$ cat config.mk
export PLATFORM = sky130hd
export DESIGN_NAME = display_reply_deframer_touch_matcher_core_flat
export DESIGN_NICKNAME = d
export VERILOG_FILES = /design/src/design/drdtm_pkg.sv /design/src/design/drdtm_if.sv /design/src/design/drdtm_front.sv /design/src/design/drdtm_queue.sv /design/src/design/drdtm_back.sv /design/src/design/display_reply_deframer_touch_matcher_core.sv /design/src/flat_wrapper.sv
export SDC_FILE = /design/constraint.sdc
export NUM_CORES = 1
export LEC_CHECK = 0
export BUFFER_PORTS_ARGS = -buffer_cell sky130_fd_sc_hd__buf_2
export CORE_AREA = 2 2 177 266
export CTS_CLUSTER_SIZE = 10
export DETAILED_ROUTE_END_ITERATION = 10
export DIE_AREA = 0 0 179 268
export GPL_TIMING_DRIVEN = 0
export PLACE_DENSITY_LB_ADDON = 0.25
export SLEW_MARGIN = 15
export SYNTH_ARGS = -nofsm -noshare
export SYNTH_HDL_FRONTEND = slang
export SYNTH_HIERARCHICAL = 1
export SYNTH_SLANG_ARGS = --single-unit
export TNS_END_PERCENT = 1
$ cat constraint.sdc
create_clock -name clk_i -period 7.5 [get_ports clk_i]
set_input_delay 0.75 -clock clk_i [delete_from_list [all_inputs] [get_ports clk_i]]
set_output_delay 0.75 -clock clk_i [all_outputs]
set_load 0.05 [all_outputs]
$ cat src/design/drdtm_pkg.sv
// ---------------------------------------------------------------------------
// Display reply deframer package
// Shared constants and the command record passed from the deframing front
// end to the pair matching back end.
// ---------------------------------------------------------------------------
package drdtm_pkg;

  localparam int BufLenDefault   = 32;
  localparam int TableLenDefault = 16;
  localparam int QueueDepth      = 2;

  localparam logic [7:0] TouchCode = 8'h65;
  localparam logic [7:0] TermByte  = 8'hFF;

  localparam logic OpRxByte   = 1'b0;
  localparam logic OpRegister = 1'b1;

  localparam logic [1:0] KindRelease = 2'd0;
  localparam logic [1:0] KindPress   = 2'd1;
  localparam logic [1:0] KindOther   = 2'd2;

  // head[0] is the code byte; for a registration head[1] and head[2]
  // carry page and object, the same places as in a touch frame.
  typedef struct packed {
    logic            is_reg;
    logic [4:0]      msg_len;
    logic            is_touch;
    logic [3:0][7:0] head;
  } cmd_t;

endpackage

$ cat src/design/drdtm_if.sv
// ---------------------------------------------------------------------------
// Display reply deframer channels
// Valid/ready interfaces for the input items and the result items.
// ---------------------------------------------------------------------------
interface drdtm_in_if;
  logic       valid;
  logic       ready;
  logic       op;
  logic [7:0] rx_byte;
  logic [7:0] reg_page;
  logic [7:0] reg_object;

  modport source (output valid, output op, output rx_byte, output reg_page,
                  output reg_object, input ready);
  modport sink   (input valid, input op, input rx_byte, input reg_page,
                  input reg_object, output ready);
endinterface

interface drdtm_out_if;
  logic       valid;
  logic       ready;
  logic [4:0] msg_len;
  logic [7:0] code_byte;
  logic       is_touch;
  logic [7:0] touch_page;
  logic [7:0] touch_object;
  logic [1:0] touch_kind;
  logic       hit;
  logic [3:0] slot;

  modport source (output valid, output msg_len, output code_byte, output is_touch,
                  output touch_page, output touch_object, output touch_kind,
                  output hit, output slot, input ready);
  modport sink   (input valid, input msg_len, input code_byte, input is_touch,
                  input touch_page, input touch_object, input touch_kind,
                  input hit, input slot, output ready);
endinterface

$ cat src/design/drdtm_front.sv
// ---------------------------------------------------------------------------
// Display reply deframer front end
// Tracks write position and terminator run, keeps the first four frame
// bytes, and emits a command at each frame end or registration.
// ---------------------------------------------------------------------------
module drdtm_front #(
  parameter int BUF_LEN = drdtm_pkg::BufLenDefault
) (
  input  logic              clk_i,
  input  logic              rst_ni,
  drdtm_in_if.sink          in_i,
  output logic              cmd_valid_o,
  input  logic              cmd_ready_i,
  output drdtm_pkg::cmd_t   cmd_o
);

  localparam int WpW = ($clog2(BUF_LEN + 1) > 5) ? $clog2(BUF_LEN + 1) : 5;
  localparam logic [WpW-1:0] WpClamp = WpW'(BUF_LEN - 3);
  localparam logic [WpW-1:0] WpMax   = WpW'(BUF_LEN - 1);

  logic [WpW-1:0]  wp_q, wp_d, wp_inc, len;
  logic [1:0]      tc_q, tc_d;
  logic [3:0][7:0] head_q, head_d;
  logic            accept, byte_acc, is_ff, done;

  assign in_i.ready = cmd_ready_i;
  assign accept     = in_i.valid && in_i.ready;
  assign byte_acc   = accept && (in_i.op == drdtm_pkg::OpRxByte);
  assign wp_inc     = wp_q + WpW'(1);
  assign len        = wp_inc - WpW'(3);
  assign is_ff      = (in_i.rx_byte == drdtm_pkg::TermByte);
  assign done       = is_ff && (tc_q == 2'd2);

  always_comb begin
    head_d = head_q;
    if (wp_q < WpW'(4)) begin
      head_d[wp_q[1:0]] = in_i.rx_byte;
    end
  end

  always_comb begin
    wp_d = wp_q;
    tc_d = tc_q;
    if (byte_acc) begin
      if (done) begin
        wp_d = '0;
        tc_d = '0;
      end else if (is_ff) begin
        wp_d = wp_inc;
        tc_d = tc_q + 2'd1;
      end else begin
        // hold the last kept byte slot once the buffer is full
        tc_d = '0;
        wp_d = (wp_inc > WpClamp) ? WpClamp : wp_inc;
      end
    end
  end

  always_ff @(posedge clk_i or negedge rst_ni) begin
    if (!rst_ni) begin
      wp_q   <= '0;
      tc_q   <= '0;
      head_q <= '0;
    end else begin
      wp_q <= wp_d;
      tc_q <= tc_d;
      if (byte_acc) begin
        head_q <= head_d;
      end
    end
  end

  assign cmd_valid_o = accept && ((in_i.op == drdtm_pkg::OpRegister) || done);

  always_comb begin
    cmd_o          = '0;
    cmd_o.is_reg   = (in_i.op == drdtm_pkg::OpRegister);
    if (in_i.op == drdtm_pkg::OpRegister) begin
      cmd_o.head[1] = in_i.reg_page;
      cmd_o.head[2] = in_i.reg_object;
    end else begin
      cmd_o.msg_len  = len[4:0];
      cmd_o.is_touch = (len == WpW'(4)) && (head_d[0] == drdtm_pkg::TouchCode);
      cmd_o.head     = head_d;
    end
  end

`ifndef SYNTH
  a_tc_range: assert property (@(posedge clk_i) disable iff (!rst_ni)
    tc_q != 2'd3)
    else $error("terminator run reached three without ending the frame");

  a_wp_range: assert property (@(posedge clk_i) disable iff (!rst_ni)
    wp_q <= WpMax)
    else $error("write position beyond buffer");
`endif

endmodule

$ cat src/design/drdtm_queue.sv
// ---------------------------------------------------------------------------
// Display reply deframer command queue
// Short FIFO that decouples the deframing front end from the matcher.
// ---------------------------------------------------------------------------
module drdtm_queue (
  input  logic            clk_i,
  input  logic            rst_ni,
  input  logic            push_valid_i,
  output logic            push_ready_o,
  input  drdtm_pkg::cmd_t push_data_i,
  output logic            pop_valid_o,
  input  logic            pop_ready_i,
  output drdtm_pkg::cmd_t pop_data_o
);

  localparam int Depth = drdtm_pkg::QueueDepth;
  localparam int PtrW  = (Depth > 1) ? $clog2(Depth) : 1;
  localparam int CntW  = $clog2(Depth + 1);

  drdtm_pkg::cmd_t entry_q [Depth];
  logic [PtrW-1:0] wr_q, rd_q;
  logic [CntW-1:0] cnt_q;
  logic            push, pop;

  assign push_ready_o = (cnt_q != CntW'(Depth));
  assign pop_valid_o  = (cnt_q != '0);
  assign push         = push_valid_i && push_ready_o;
  assign pop          = pop_valid_o && pop_ready_i;
  assign pop_data_o   = entry_q[rd_q];

  always_ff @(posedge clk_i) begin
    if (push) begin
      entry_q[wr_q] <= push_data_i;
    end
  end

  always_ff @(posedge clk_i or negedge rst_ni) begin
    if (!rst_ni) begin
      wr_q  <= '0;
      rd_q  <= '0;
      cnt_q <= '0;
    end else begin
      if (push) begin
        wr_q <= (wr_q == PtrW'(Depth - 1)) ? '0 : wr_q + PtrW'(1);
      end
      if (pop) begin
        rd_q <= (rd_q == PtrW'(Depth - 1)) ? '0 : rd_q + PtrW'(1);
      end
      if (push && !pop) begin
        cnt_q <= cnt_q + CntW'(1);
      end else if (pop && !push) begin
        cnt_q <= cnt_q - CntW'(1);
      end
    end
  end

endmodule

$ cat src/design/drdtm_back.sv
// ---------------------------------------------------------------------------
// Display reply deframer matcher back end
// Holds the page/object pair ring, inserts new pairs, looks up touch
// frames and registers the result item.
// ---------------------------------------------------------------------------
module drdtm_back #(
  parameter int TABLE_LEN = drdtm_pkg::TableLenDefault
) (
  input  logic            clk_i,
  input  logic            rst_ni,
  input  logic            cmd_valid_i,
  output logic            cmd_ready_o,
  input  drdtm_pkg::cmd_t cmd_i,
  drdtm_out_if.source     out_o
);

  localparam int IdxW = (TABLE_LEN > 1) ? $clog2(TABLE_LEN) : 1;

  localparam logic StIdle = 1'b0;
  localparam logic StEval = 1'b1;

  typedef struct packed {
    logic [4:0] msg_len;
    logic [7:0] code_byte;
    logic       is_touch;
    logic [7:0] touch_page;
    logic [7:0] touch_object;
    logic [1:0] touch_kind;
    logic       hit;
    logic [3:0] slot;
  } res_t;

  logic                 state_q, state_d;
  drdtm_pkg::cmd_t      cmd_q;
  logic [15:0]          pair_q [TABLE_LEN];
  logic [TABLE_LEN-1:0] valid_q, match_q, match_d;
  logic [IdxW-1:0]      ins_q, first_idx;
  logic [15:0]          key_in;
  logic                 any_match, out_free, write_en, load_out, out_valid_q;
  res_t                 res_q, res_d;

  assign cmd_ready_o = (state_q == StIdle);
  assign key_in      = {cmd_i.head[1], cmd_i.head[2]};

  // compare stage: every slot against the incoming key
  always_comb begin
    for (int i = 0; i < TABLE_LEN; i++) begin
      match_d[i] = valid_q[i] && (pair_q[i] == key_in);
    end
  end

  // select stage: lowest matching slot
  always_comb begin
    first_idx = '0;
    for (int i = TABLE_LEN - 1; i >= 0; i--) begin
      if (match_q[i]) begin
        first_idx = IdxW'(i);
      end
    end
  end

  assign any_match = |match_q;
  assign out_free  = !out_valid_q || out_o.ready;
  assign write_en  = (state_q == StEval) && cmd_q.is_reg && !any_match;
  assign load_out  = (state_q == StEval) && !cmd_q.is_reg && out_free;

  always_comb begin
    state_d = state_q;
    unique case (state_q)
      StIdle: begin
        if (cmd_valid_i) begin
          state_d = StEval;
        end
      end
      StEval: begin
        if (cmd_q.is_reg || out_free) begin
          state_d = StIdle;
        end
      end
      default: state_d = StIdle;
    endcase
  end

  always_comb begin
    res_d           = '0;
    res_d.msg_len   = cmd_q.msg_len;
    res_d.code_byte = cmd_q.head[0];
    res_d.is_touch  = cmd_q.is_touch;
    if (cmd_q.is_touch) begin
      res_d.touch_page   = cmd_q.head[1];
      res_d.touch_object = cmd_q.head[2];
      if (cmd_q.head[3] == 8'd0) begin
        res_d.touch_kind = drdtm_pkg::KindRelease;
      end else if (cmd_q.head[3] == 8'd1) begin
        res_d.touch_kind = drdtm_pkg::KindPress;
      end else begin
        res_d.touch_kind = drdtm_pkg::KindOther;
      end
      res_d.hit  = any_match;
      res_d.slot = any_match ? 4'(first_idx) : 4'd0;
    end
  end

  always_ff @(posedge clk_i) begin
    if (state_q == StIdle && cmd_valid_i) begin
      cmd_q   <= cmd_i;
      match_q <= match_d;
    end
    if (write_en) begin
      pair_q[ins_q] <= {cmd_q.head[1], cmd_q.head[2]};
    end
    if (load_out) begin
      res_q <= res_d;
    end
  end

  always_ff @(posedge clk_i or negedge rst_ni) begin
    if (!rst_ni) begin
      state_q     <= StIdle;
      valid_q     <= '0;
      ins_q       <= '0;
      out_valid_q <= 1'b0;
    end else begin
      state_q <= state_d;
      if (write_en) begin
        valid_q[ins_q] <= 1'b1;
        ins_q <= (ins_q == IdxW'(TABLE_LEN - 1)) ? '0 : ins_q + IdxW'(1);
      end
      if (load_out) begin
        out_valid_q <= 1'b1;
      end else if (out_o.ready) begin
        out_valid_q <= 1'b0;
      end
    end
  end

  assign out_o.valid        = out_valid_q;
  assign out_o.msg_len      = res_q.msg_len;
  assign out_o.code_byte    = res_q.code_byte;
  assign out_o.is_touch     = res_q.is_touch;
  assign out_o.touch_page   = res_q.touch_page;
  assign out_o.touch_object = res_q.touch_object;
  assign out_o.touch_kind   = res_q.touch_kind;
  assign out_o.hit          = res_q.hit;
  assign out_o.slot         = res_q.slot;

`ifndef SYNTH
  a_plain_no_hit: assert property (@(posedge clk_i) disable iff (!rst_ni)
    out_valid_q && !res_q.is_touch |-> !res_q.hit && (res_q.slot == 4'd0))
    else $error("non-touch result carries a match");

  a_insert_valid: assert property (@(posedge clk_i) disable iff (!rst_ni)
    write_en |=> valid_q[$past(ins_q)])
    else $error("inserted slot not marked valid");

  a_reg_done: assert property (@(posedge clk_i) disable iff (!rst_ni)
    (state_q == StEval) && cmd_q.is_reg |=> (state_q == StIdle))
    else $error("registration did not finish in one evaluation cycle");
`endif

endmodule

$ cat src/design/display_reply_deframer_touch_matcher_core.sv
// ---------------------------------------------------------------------------
// Display reply deframer and touch matcher
// Top level: front end, command queue and matcher back end.
// ---------------------------------------------------------------------------
// Received bytes are gathered into frames ended by three 0xFF bytes; each
// frame end yields one result with the length and first byte, and a
// four-byte frame opening with 0x65 is decoded as a touch event whose
// page/object pair is looked up in a ring of registered pairs. The input
// accepts one byte per cycle while the two-entry command queue has room.
// Frame ends and registrations each pass through the matcher in order (a
// compare of all TABLE_LEN slots, then lowest-slot selection and table
// update), and it takes no new one until it is done with the last; a
// waiting result in the output register stalls only the matcher, and the
// byte path only once the queue fills.
// Registrations produce no result.
module display_reply_deframer_touch_matcher_core #(
  parameter int BUF_LEN   = drdtm_pkg::BufLenDefault,
  parameter int TABLE_LEN = drdtm_pkg::TableLenDefault
) (
  input  logic        clk_i,
  input  logic        rst_ni,
  drdtm_in_if.sink    in_i,
  drdtm_out_if.source out_o
);

  logic            f_valid, f_ready, b_valid, b_ready;
  drdtm_pkg::cmd_t f_cmd, b_cmd;

  drdtm_front #(
    .BUF_LEN (BUF_LEN)
  ) u_front (
    .clk_i       (clk_i),
    .rst_ni      (rst_ni),
    .in_i        (in_i),
    .cmd_valid_o (f_valid),
    .cmd_ready_i (f_ready),
    .cmd_o       (f_cmd)
  );

  drdtm_queue u_queue (
    .clk_i        (clk_i),
    .rst_ni       (rst_ni),
    .push_valid_i (f_valid),
    .push_ready_o (f_ready),
    .push_data_i  (f_cmd),
    .pop_valid_o  (b_valid),
    .pop_ready_i  (b_ready),
    .pop_data_o   (b_cmd)
  );

  drdtm_back #(
    .TABLE_LEN (TABLE_LEN)
  ) u_back (
    .clk_i       (clk_i),
    .rst_ni      (rst_ni),
    .cmd_valid_i (b_valid),
    .cmd_ready_o (b_ready),
    .cmd_i       (b_cmd),
    .out_o       (out_o)
  );

endmodule

$ cat src/flat_wrapper.sv
// flat-port wrapper written by rule: the top's interface ports become plain ports
module display_reply_deframer_touch_matcher_core_flat 
#(
  parameter int BUF_LEN   = drdtm_pkg::BufLenDefault,
  parameter int TABLE_LEN = drdtm_pkg::TableLenDefault
)
  (clk_i, rst_ni, in_i_valid, in_i_op, in_i_rx_byte, in_i_reg_page, in_i_reg_object, in_i_ready, out_o_valid, out_o_msg_len, out_o_code_byte, out_o_is_touch, out_o_touch_page, out_o_touch_object, out_o_touch_kind, out_o_hit, out_o_slot, out_o_ready);
  drdtm_in_if in_i_i ();
  drdtm_out_if out_o_i ();
  input  logic clk_i;
  input  logic rst_ni;
  input wire logic [$bits(in_i_i.valid)-1:0] in_i_valid;
  input wire logic [$bits(in_i_i.op)-1:0] in_i_op;
  input wire logic [$bits(in_i_i.rx_byte)-1:0] in_i_rx_byte;
  input wire logic [$bits(in_i_i.reg_page)-1:0] in_i_reg_page;
  input wire logic [$bits(in_i_i.reg_object)-1:0] in_i_reg_object;
  output wire logic [$bits(in_i_i.ready)-1:0] in_i_ready;
  output wire logic [$bits(out_o_i.valid)-1:0] out_o_valid;
  output wire logic [$bits(out_o_i.msg_len)-1:0] out_o_msg_len;
  output wire logic [$bits(out_o_i.code_byte)-1:0] out_o_code_byte;
  output wire logic [$bits(out_o_i.is_touch)-1:0] out_o_is_touch;
  output wire logic [$bits(out_o_i.touch_page)-1:0] out_o_touch_page;
  output wire logic [$bits(out_o_i.touch_object)-1:0] out_o_touch_object;
  output wire logic [$bits(out_o_i.touch_kind)-1:0] out_o_touch_kind;
  output wire logic [$bits(out_o_i.hit)-1:0] out_o_hit;
  output wire logic [$bits(out_o_i.slot)-1:0] out_o_slot;
  input wire logic [$bits(out_o_i.ready)-1:0] out_o_ready;
  assign in_i_i.valid = in_i_valid;
  assign in_i_i.op = in_i_op;
  assign in_i_i.rx_byte = in_i_rx_byte;
  assign in_i_i.reg_page = in_i_reg_page;
  assign in_i_i.reg_object = in_i_reg_object;
  assign in_i_ready = in_i_i.ready;
  assign out_o_valid = out_o_i.valid;
  assign out_o_msg_len = out_o_i.msg_len;
  assign out_o_code_byte = out_o_i.code_byte;
  assign out_o_is_touch = out_o_i.is_touch;
  assign out_o_touch_page = out_o_i.touch_page;
  assign out_o_touch_object = out_o_i.touch_object;
  assign out_o_touch_kind = out_o_i.touch_kind;
  assign out_o_hit = out_o_i.hit;
  assign out_o_slot = out_o_i.slot;
  assign out_o_i.ready = out_o_ready;
  display_reply_deframer_touch_matcher_core #(.BUF_LEN(BUF_LEN), .TABLE_LEN(TABLE_LEN)) u_core (.clk_i(clk_i), .rst_ni(rst_ni), .in_i(in_i_i), .out_o(out_o_i));
endmodule
# Yosys cells after proc, flatten, opt, wreduce, memory -nomap -nowiden
# Memories as Yosys holds them, arrays and structs flattened.
# Cells that the tools add are included.
# word_totals
elab_cells,169
regBits,158
ramBits,334
memories,2
input_bits,29
out_inout_bits,39
# classes
n_lt_le_gt_ge,6
muxes,44
n_addsub,8
eq_ne,23
reduce_logical,49
bitwise_logic,5
# memory_table
name,depth,word_bits,read_ports,rd_ports_with_merged_regs,wr,line,text
u_core.u_back.pair_q,16,16,16,0,1,drdtm_back.sv:35,logic [15:0] pair_q [TABLE_LEN];
u_core.u_queue.entry_q,2,39,1,0,1,drdtm_queue.sv:20,drdtm_pkg::cmd_t entry_q [Depth];
# ops
cell,n
16-bit == test,16
4-bit 2-to-1 mux,9
32-bit bitwise mux,1
32-bit 2-to-1 mux,1
1-bit logical AND,31
6-bit 2-to-1 mux,3
8-bit demux with 2-bit select,1
16-bit 2-to-1 mux,1
8-bit 2-to-1 mux,2
16-bit OR,1
16-bit OR reduction,1
14-bit 2-to-1 mux,1
2-bit 2-to-1 mux,7
1-bit 2-to-1 mux,12
3-bit 2-to-1 mux,4
10-bit OR reduction,1
"8-bit by 1-bit == test with 1-bit output, second input constant",1
"8-bit by 7-bit == test with 1-bit output, second input constant",1
"8-bit == test, second input constant",1
8-bit zero test,1
"6-bit by 1-bit adder with 6-bit output, second input constant",1
"6-bit by 3-bit == test with 1-bit output, second input constant",1
"6-bit by 5-bit > comparator with 1-bit output, second input constant",1
"6-bit by 3-bit < comparator with 1-bit output, second input constant",1
22 further kinds,35

# Logic depth before layout (Yosys ltp)
# Gate-level depths: netlist (run 1).
# depth
word_depth,15
depth_mapped,11
mapped_depth_nobuf,10

# By module
# The synthesis (run 1) kept the hierarchy.
# modules_own_cells
mod,n_inst,seq_area_each_um2,cells_per_inst,area_per_inst_um2
drdtm_back,1,11000.6,878,14784.2
drdtm_queue,1,2442.3,139,3032.9
drdtm_front,1,1001.0,288,2600.0

# Worst setup path before layout (run 1)
# Ideal clock, no wire load.
# synth_timing
kind,input port to flip-flop
from,input in_i_rx_byte[3]
to,memory u_core/u_queue/entry_q[0][0] (netlist name) (enable)
path_stages,7
setup_time_ps,435
required_time_ps,7065
path_slack_ps,3830
t_arrival_ps,3235
n_path_buf,1
cell_sequence,clkbuf_1 > nand4_1 > nor2_1 > a21oi_1 > nor2_1 > nand2_1 > nor2_1
# synth_between
elab_chain_len,7
# synth_rtl
element,line,text
"start, declared",flat_wrapper.sv:14,input wire logic [$bits(in_i_i.rx_byte)-1:0] in_i_rx_byte;
8-bit == test,drdtm_front.sv:31,assign is_ff = (in_i.rx_byte == drdtm_pkg::TermByte);
1-bit logical AND,drdtm_front.sv:32,assign done = is_ff && (tc_q == 2'd2);
1-bit logical OR,drdtm_front.sv:73,assign cmd_valid_o = accept && ((in_i.op == drdtm_pkg::OpRegister) || done);
1-bit logical AND,drdtm_front.sv:73,
named net u_core.f_valid,display_reply_deframer_touch_matcher_core.sv:26,"logic f_valid, f_ready, b_valid, b_ready;"
1-bit logical AND,drdtm_queue.sv:27,assign push = push_valid_i && push_ready_o;
1-bit 2-to-1 mux,drdtm_queue.sv:32,if (push) begin
1-bit 2-to-1 mux (not written as such),drdtm_queue.sv:33,entry_q[wr_q] <= push_data_i;
"end, declared",drdtm_queue.sv:20,
# The timed path passes the listed nets, and every way through them passes these cells.

==> flow_summary.json, run 1 <==
{
  "final_cells": 2062,
  "tightestPinTransition_ns": 1.22,
  "grt_pass1_wl_um": 74800,
  "holdWs_ns": 0.0481,
  "ir_drop_mv": 0.193,
  "cts_hold_buffers": 0,
  "clk_pin_slew_ns": 0.06,
  "drive_above_1_share_pct": 17.9,
  "initialDrtViolationCount": 790,
  "grt_max_degree": 54,
  "num_rows": 96,
  "crit_fanout": 10,
  "ys_ff_latch": 492,
  "die-area_sq_mm": 0.0480,
  "clk_latency_ns": 0.58,
  "ios": 68,
  "setup_viol_count_final": 0,
  "nFillCells": 3703,
  "start_kind": "flip-flop",
  "dr_total_vias": 11200,
  "p_leak_nw": 8.01,
  "setup_tns_ns": 0,
  "cap_violations": 0,
  "clkSinkCount": 492,
  "cts_tree": "built",
  "post_cts_buffers": 0,
  "drtAntennaViolNets": 0,
  "core_sq_mm": 0.0455,
  "dp_hpwl_um": 33200,
  "endpoint_kind": "flip-flop",
  "track_usage_pct": 21.7,
  "die_x_um": 179,
  "min_path_type": "in -> async",
  "synth-edff-count": 426,
  "wl_um": 50800,
  "syn_avg_cell_area_sq_um": 15.6,
  "overflow": 0,
  "layout.nets": 1467,
  "syn_inst": 1305,
  "period_share_pct": 48.5,
  "antenna_found_initial": 0,
  "yosysWarnings": 6,
  "dpl_cell_area_sq_mm": 0.0216,
  "path_class": "reg -> reg",
  "finClkSkew_ns": 0.0132,
  "portBuffers": 59,
  "synth.net_count": 1345,
  "start_util_pct": 44.8,
  "powerDensity_mw_per_mm2": 397,
  "drc_errors": 0,
  "cts.htree.levels": 2,
  "synth_area_sq_mm": 0.0204,
  "dr.pass1.iters": 5,
  "routedWlPerCell_um": 24.6,
  "min_period_ns": 3.63,
  "critPathRequiredTime_ns": 7.77,
  "yosysTopAreaCell": "edfxtp_1",
  "hold_viol_final": 0,
  "status": "finished clean",
  "fp.dieH_um": 268,
  "r2r_start": "u_core/u_queue/rd_q",
  "yosysUniqueCellTypes": 58,
  "synthArstFlopShare_pct": 13.4,
  "slew_violations": 0,
  "max-slew-margin-rel_pct": 19.0,
  "synth_seq_area_share_pct": 70.7,
  "crit_arrival_ns": 3.90,
  "synth_top_cell_area_share_pct": 62.7,
  "antenna_cells": 0,
  "rsz0062_at_grt": "no",
  "clockRootBuffer": "clkbuf_16",
  "gp_congestion": 0.858,
  "fmax_ghz": 0.275,
  "startpoint": "u_core/u_queue/rd_q",
  "synthFlopType": "edfxtp_1",
  "vias_per_cell": 5.44,
  "syn_to_final_growth_pct": 13.8,
  "cts_made_buffers": 55,
  "cts_buffer_depth": 3,
  "dp_cells": 1958,
  "postCtsResizedCells": 0,
  "grt_pass1_vias": 11700,
  "postLayoutCellArea_sq_mm": 0.0232,
  "netlist_top_cells_area": "edfxtp_1 (63%), xnor2_1 (8.6%), dfrtp_1 (8.1%)"
}
-- final cells by class --
type	count	area [sq um]	share of cell area, %
tap	588	736	3.17
clock inverter	3	28.8	0.124
sequential	492	14400	62.1
inverter	14	52.6	0.226
clock buffer	101	1590	6.85
multi-input combinational	731	5600	24.1
timing repair buffer	65	448	1.93
buffer	68	343	1.47
-- cells by family after synthesis --
| family | count (synthesis) | share of synthesized area, % |
|---|---|---|
| flops | 492 | 70.7 |
| simple gates | 274 | 7.56 |
| xor+xnor | 270 | 11.6 |
| mux | 90 | 4.86 |
| compound gates | 86 | 2.65 |
| buf+inv | 82 | 1.94 |
| fa+ha+maj | 11 | 0.674 |
-- per-layer routing --
layer  global-route usage (%)  share of wire, %  up-vias
li1                         -                 -     5041
met2                     41.1                55      357
met4                     9.98               4.4        0
met3                     3.13               5.1      104
met1                     23.5                35     5723
met5                        0                 0        -
-- cell usage after synthesis (15+ instances only) --
| library cell | number |
|---|---|
| mux2i_1 | 17 |
| nor4_1 | 36 |
| mux2_2 | 72 |
| and2_1 | 21 |
| nand4_1 | 52 |
| o21ai_0 | 26 |
| and3_1 | 17 |
| xnor2_1 | 200 |
| dfrtp_1 | 66 |
| edfxtp_1 | 426 |
| xor2_1 | 70 |
| a21oi_1 | 25 |
| clkbuf_1 | 32 |
| nor2_1 | 18 |
| buf_2 | 24 |
| nand2_1 | 75 |
| nand3_1 | 15 |
-- final timing paths --
| path | endpoint | slack (ns) | depth (start not counted) |
|---|---|---|---|
| max in group asynchronous | u_core/u_back/valid_q[11] | 6.86 | 2 |
| min in group clk_i | u_core/u_back/out_o.msg_len[2] | 0.42 | 0 |
| setup / recovery | u_core/u_back/match_q[12] | 3.87 | 7 |
| hold / removal | u_core/u_front/wp_q[0] | 0.05 | 1 |
| setup reg to reg | u_core/u_back/match_q[12] | 3.87 | 7 |
| hold reg to reg | u_core/u_back/out_o.msg_len[2] | 0.42 | 0 |
-- power breakdown --
group	leakage (nW)	switching (W)	internal, W
Sequential	4.76	0.000587	0.00376
Combinational	2.48	0.00156	0.000886
Clock	0.767	0.00101	0.00142
-- per-stage QoR --
step | worst slack [ns] | power (W) | utilization, %
3_3_place_gp | 2.37 | 0.00675 | 47.1
5_1_grt | 3.86 | 0.00958 | 51.1
4_1_cts | 3.88 | 0.00929 | 51.1
3_5_place_dp | 3.92 | 0.00685 | 47.5
2_1_floorplan | 3.83 | 0.00577 | -
6_report | 3.87 | 0.00922 | 51.1
-- critical path: stages (launching register included) --
cell      delay (ns)
dfrtp_1         0.44
buf_6           0.19
mux2_2          0.24
clkbuf_1        0.85
buf_2           0.60
xnor2_1         0.18
nand4_1         0.11
nor4_1          0.67
-- cells in the final DEF (no fill, tap or decap), drive strengths merged, types with 2 or more instances in the layout --
| master | synthesis | final |
|---|---|---|
| and2 | 21 | 21 |
| a31o | 13 | 13 |
| buf | 35 | 100 |
| nand3 | 16 | 16 |
| nand2 | 78 | 78 |
| nand2b | 5 | 5 |
| xor2 | 70 | 70 |
| mux2 | 73 | 73 |
| clkbuf | 33 | 134 |
| mux2i | 17 | 17 |
| and3 | 17 | 17 |
| a31oi | 2 | 2 |
| clkinv | 0 | 2 |
| edfxtp | 426 | 426 |
| inv | 14 | 15 |
| nor4 | 41 | 41 |
| o31ai | 2 | 2 |
| or3 | 2 | 2 |
| nor3 | 4 | 4 |
| or2 | 3 | 3 |
| nand4 | 53 | 53 |
| a21o | 5 | 5 |
| xnor2 | 200 | 200 |
| nor2b | 8 | 8 |
| a21oi | 25 | 25 |
| dfrtp | 66 | 66 |
| nor2 | 20 | 20 |
| o21bai | 2 | 2 |
| o21ai | 26 | 26 |
| ha | 11 | 11 |
| o211ai | 4 | 4 |
-- registers in the layout, indices dropped and copies added, names as in the netlist, 2 cells and up --
register and count:
u_core/u_front/head_q 32, u_core/u_back/match_q 16, u_core/u_queue/cnt_q 2, u_core/u_front/wp_q 6, u_core/u_back/out_o.touch_kind 2, u_core/u_back/cmd_q 39
u_core/u_back/ins_q 4, u_core/u_front/tc_q 2, u_core/u_back/out_o.msg_len 5, u_core/u_back/pair_q 256, u_core/u_back/valid_q 16, u_core/u_back/out_o.code_byte 8
u_core/u_back/out_o.touch_object 8, u_core/u_back/out_o.slot 4, u_core/u_back/out_o.touch_page 8, u_core/u_queue/entry_q 78
Note: power is estimated with default switching activity, not from simulation.
==> inputs of run 2 (changes only) <==
==> constraint.sdc (replaced) <==
create_clock -name clk_i -period 3.1 [get_ports clk_i]
set_input_delay 0.31 -clock clk_i [delete_from_list [all_inputs] [get_ports clk_i]]
set_output_delay 0.31 -clock clk_i [all_outputs]
set_load 0.05 [all_outputs]
==> flow_summary.json, run 2 (synthesis results as in run 1) <==
{
  "r2r_start": "u_core/u_queue/rd_q",
  "clk_latency_ns": 0.57,
  "rr_worst_depth": 7,
  "start_util_pct": 44.8,
  "drc_errors": 0,
  "largest_registers": "u_core/u_back/pair_q x256, u_core/u_queue/entry_q x78, u_core/u_back/cmd_q x39",
  "crit_arrival_ns": 3.45,
  "die_x_um": 179,
  "final_cell_mix": "edfxtp_1 (426), xnor2_1 (200), buf_2 (80), nand2_1 (75), mux2_2 (72)",
  "antenna_cells": 0,
  "dr_total_vias": 11100,
  "p_leak_nw": 8.01,
  "grt_pass1_vias": 11500,
  "violations": "setup timing",
  "track_usage_pct": 21.5,
  "layout_commonest_cell": "edfxtp_1",
  "r2r-end": "u_core/u_back/match_q[1]",
  "cts.htree.levels": 2,
  "die-area_sq_mm": 0.0480,
  "antenna_found_initial": 0,
  "hold_viol_final": 0,
  "gp_congestion": 0.846,
  "vias_per_cell": 5.42,
  "wl_um": 50700,
  "overflow": 0,
  "clkSinkCount": 492,
  "power.share.clock_pct": 26.3,
  "pwr-share-comb_pct": 26.6,
  "setup_tns_ns": -0.0597,
  "switching_share_pct": 34.2,
  "netSwitchingPower_w": 0.00762,
  "finClkSkew_ns": 0.00993,
  "cts_tree": "built",
  "slew_violations": 0,
  "nFillCells": 3731,
  "clk_pin_slew_ns": 0.06,
  "cts_made_buffers": 55,
  "path_class": "reg -> reg",
  "max-slew-margin-rel_pct": 21.9,
  "core_sq_mm": 0.0455,
  "p_int_w": 0.0147,
  "drive_above_1_share_pct": 18.4,
  "setup_viol_count_final": 1,
  "min_path_type": "in -> reg",
  "syn_to_final_growth_pct": 13.8,
  "place_ws_ns": -0.496,
  "num_rows": 96,
  "worst_slack_ns": -0.0597,
  "regMostFlops": "u_core/u_back/pair_q",
  "portBuffers": 59,
  "status": "finished, violations left",
  "largest_reg_flops": 256,
  "dr.pass1.iters": 5,
  "ios": 68,
  "fmax_ghz": 0.316,
  "r2r_slack_ns": -0.06,
  "powerDensity_mw_per_mm2": 960,
  "fp.dieH_um": 268,
  "cts_buffer_depth": 3,
  "routedWlPerCell_um": 24.7,
  "tightestPinTransition_ns": 1.17,
  "endpoint_kind": "flip-flop",
  "layout.nets": 1460,
  "hold_path_depth": 2,
  "grt_pass1_wl_um": 73800,
  "initialDrtViolationCount": 744,
  "ir_drop_mv": 0.592,
  "seqPwrFrac_pct": 47.1,
  "critPathRequiredTime_ns": 3.39,
  "min_from": "in_i_op",
  "drtAntennaViolNets": 0,
  "dp_hpwl_um": 33400,
  "clockRootBuffer": "clkbuf_16",
  "hold_path_end": "u_core/u_queue/entry_q[0][38]",
  "grt_max_degree": 39,
  "crit_fanout": 10,
  "min_period_ns": 3.16,
  "start_kind": "flip-flop",
  "cap_violations": 0,
  "rsz0062_at_grt": "yes",
  "period_share_pct": 102
}
run 2: cell types whose count changed in the layout (fill, tap and decap cells not counted), moves of 2 or more:
cell      before  now
buf_4          6    8
nor4_2         4    6
clkbuf_1      76   63
buf_2         82   80
clkbuf_2       1    5
nor4_1        36   34
run 2: repair_timing:
action / in CTS / in global routing
hold buffers: 1 / 0
resized for setup: 7 / 1
endpoints found under the hold margin: 28 / 0
buffers inserted: 0 / 0
endpoints found under the setup margin: 9 / 4
run 2: how the worst max path moves through the flow:
stage / start / to / depth (start not counted)
global placement: in_i_op / u_core/u_queue/entry_q[0][33] / 7
CTS: u_core/u_queue/rd_q / u_core/u_back/match_q[1] / 7
floorplan: in_i_rx_byte[3] / u_core/u_queue/entry_q[0][0] / 7
finish: u_core/u_queue/rd_q / u_core/u_back/match_q[1] / 7
detailed placement: u_core/u_queue/rd_q / u_core/u_back/match_q[11] / 7
global route: u_core/u_queue/rd_q / u_core/u_back/match_q[1] / 7
run 2: power groups by stage:
stage	sequential, W	combinational, W	clock, W
2_1_floorplan	0.0104	0.00358	0
3_3_place_gp	0.0107	0.00567	0
3_5_place_dp	0.0107	0.00595	0
4_1_cts	0.0105	0.00598	0.00596
5_1_grt	0.0106	0.00634	0.00621
6_report	0.0105	0.00593	0.00586
run 2: routing by layer:
metal	share of wire, %	global-route usage [%]
met1	36	23.3
met2	55	40.5
met3	4.2	3.23
met4	5.2	10.5
met5	0	0
run 2: stage by stage:
stage	hold slack (ns)	instance area [sq um]	cells	total power, W	util (%)
after global placement	0.404	21500	1952	0.0163	47.1
after global routing	0.0490	23200	2053	0.0232	51.0
after floorplan	0.0144	20400	1305	0.0139	-
after CTS	0.0335	23200	2053	0.0225	51.0
after detailed placement	0.286	21600	1958	0.0166	47.5
final	0.0460	23200	2053	0.0223	51.0
run 2: layout make-up:
type	count	area [sq um]	share of cell area, %
flip-flops and latches	492	14400	62.2
multi-input cells	731	5610	24.2
clock buffers	101	1600	6.89
well taps	588	736	3.17
repair buffers	66	458	1.97
plain buffers	60	323	1.39
inverters	14	52.6	0.226
clock inverters	1	8.76	0.0377
run 2: worst max-delay path, stage by stage, from the launching register on:
cell and delay (ns):
dfrtp_1 0.44, buf_6 0.18, mux2_2 0.24, clkbuf_1 0.64, buf_2 0.53, xnor2_1 0.18
nand4_1 0.10, nor4_1 0.55
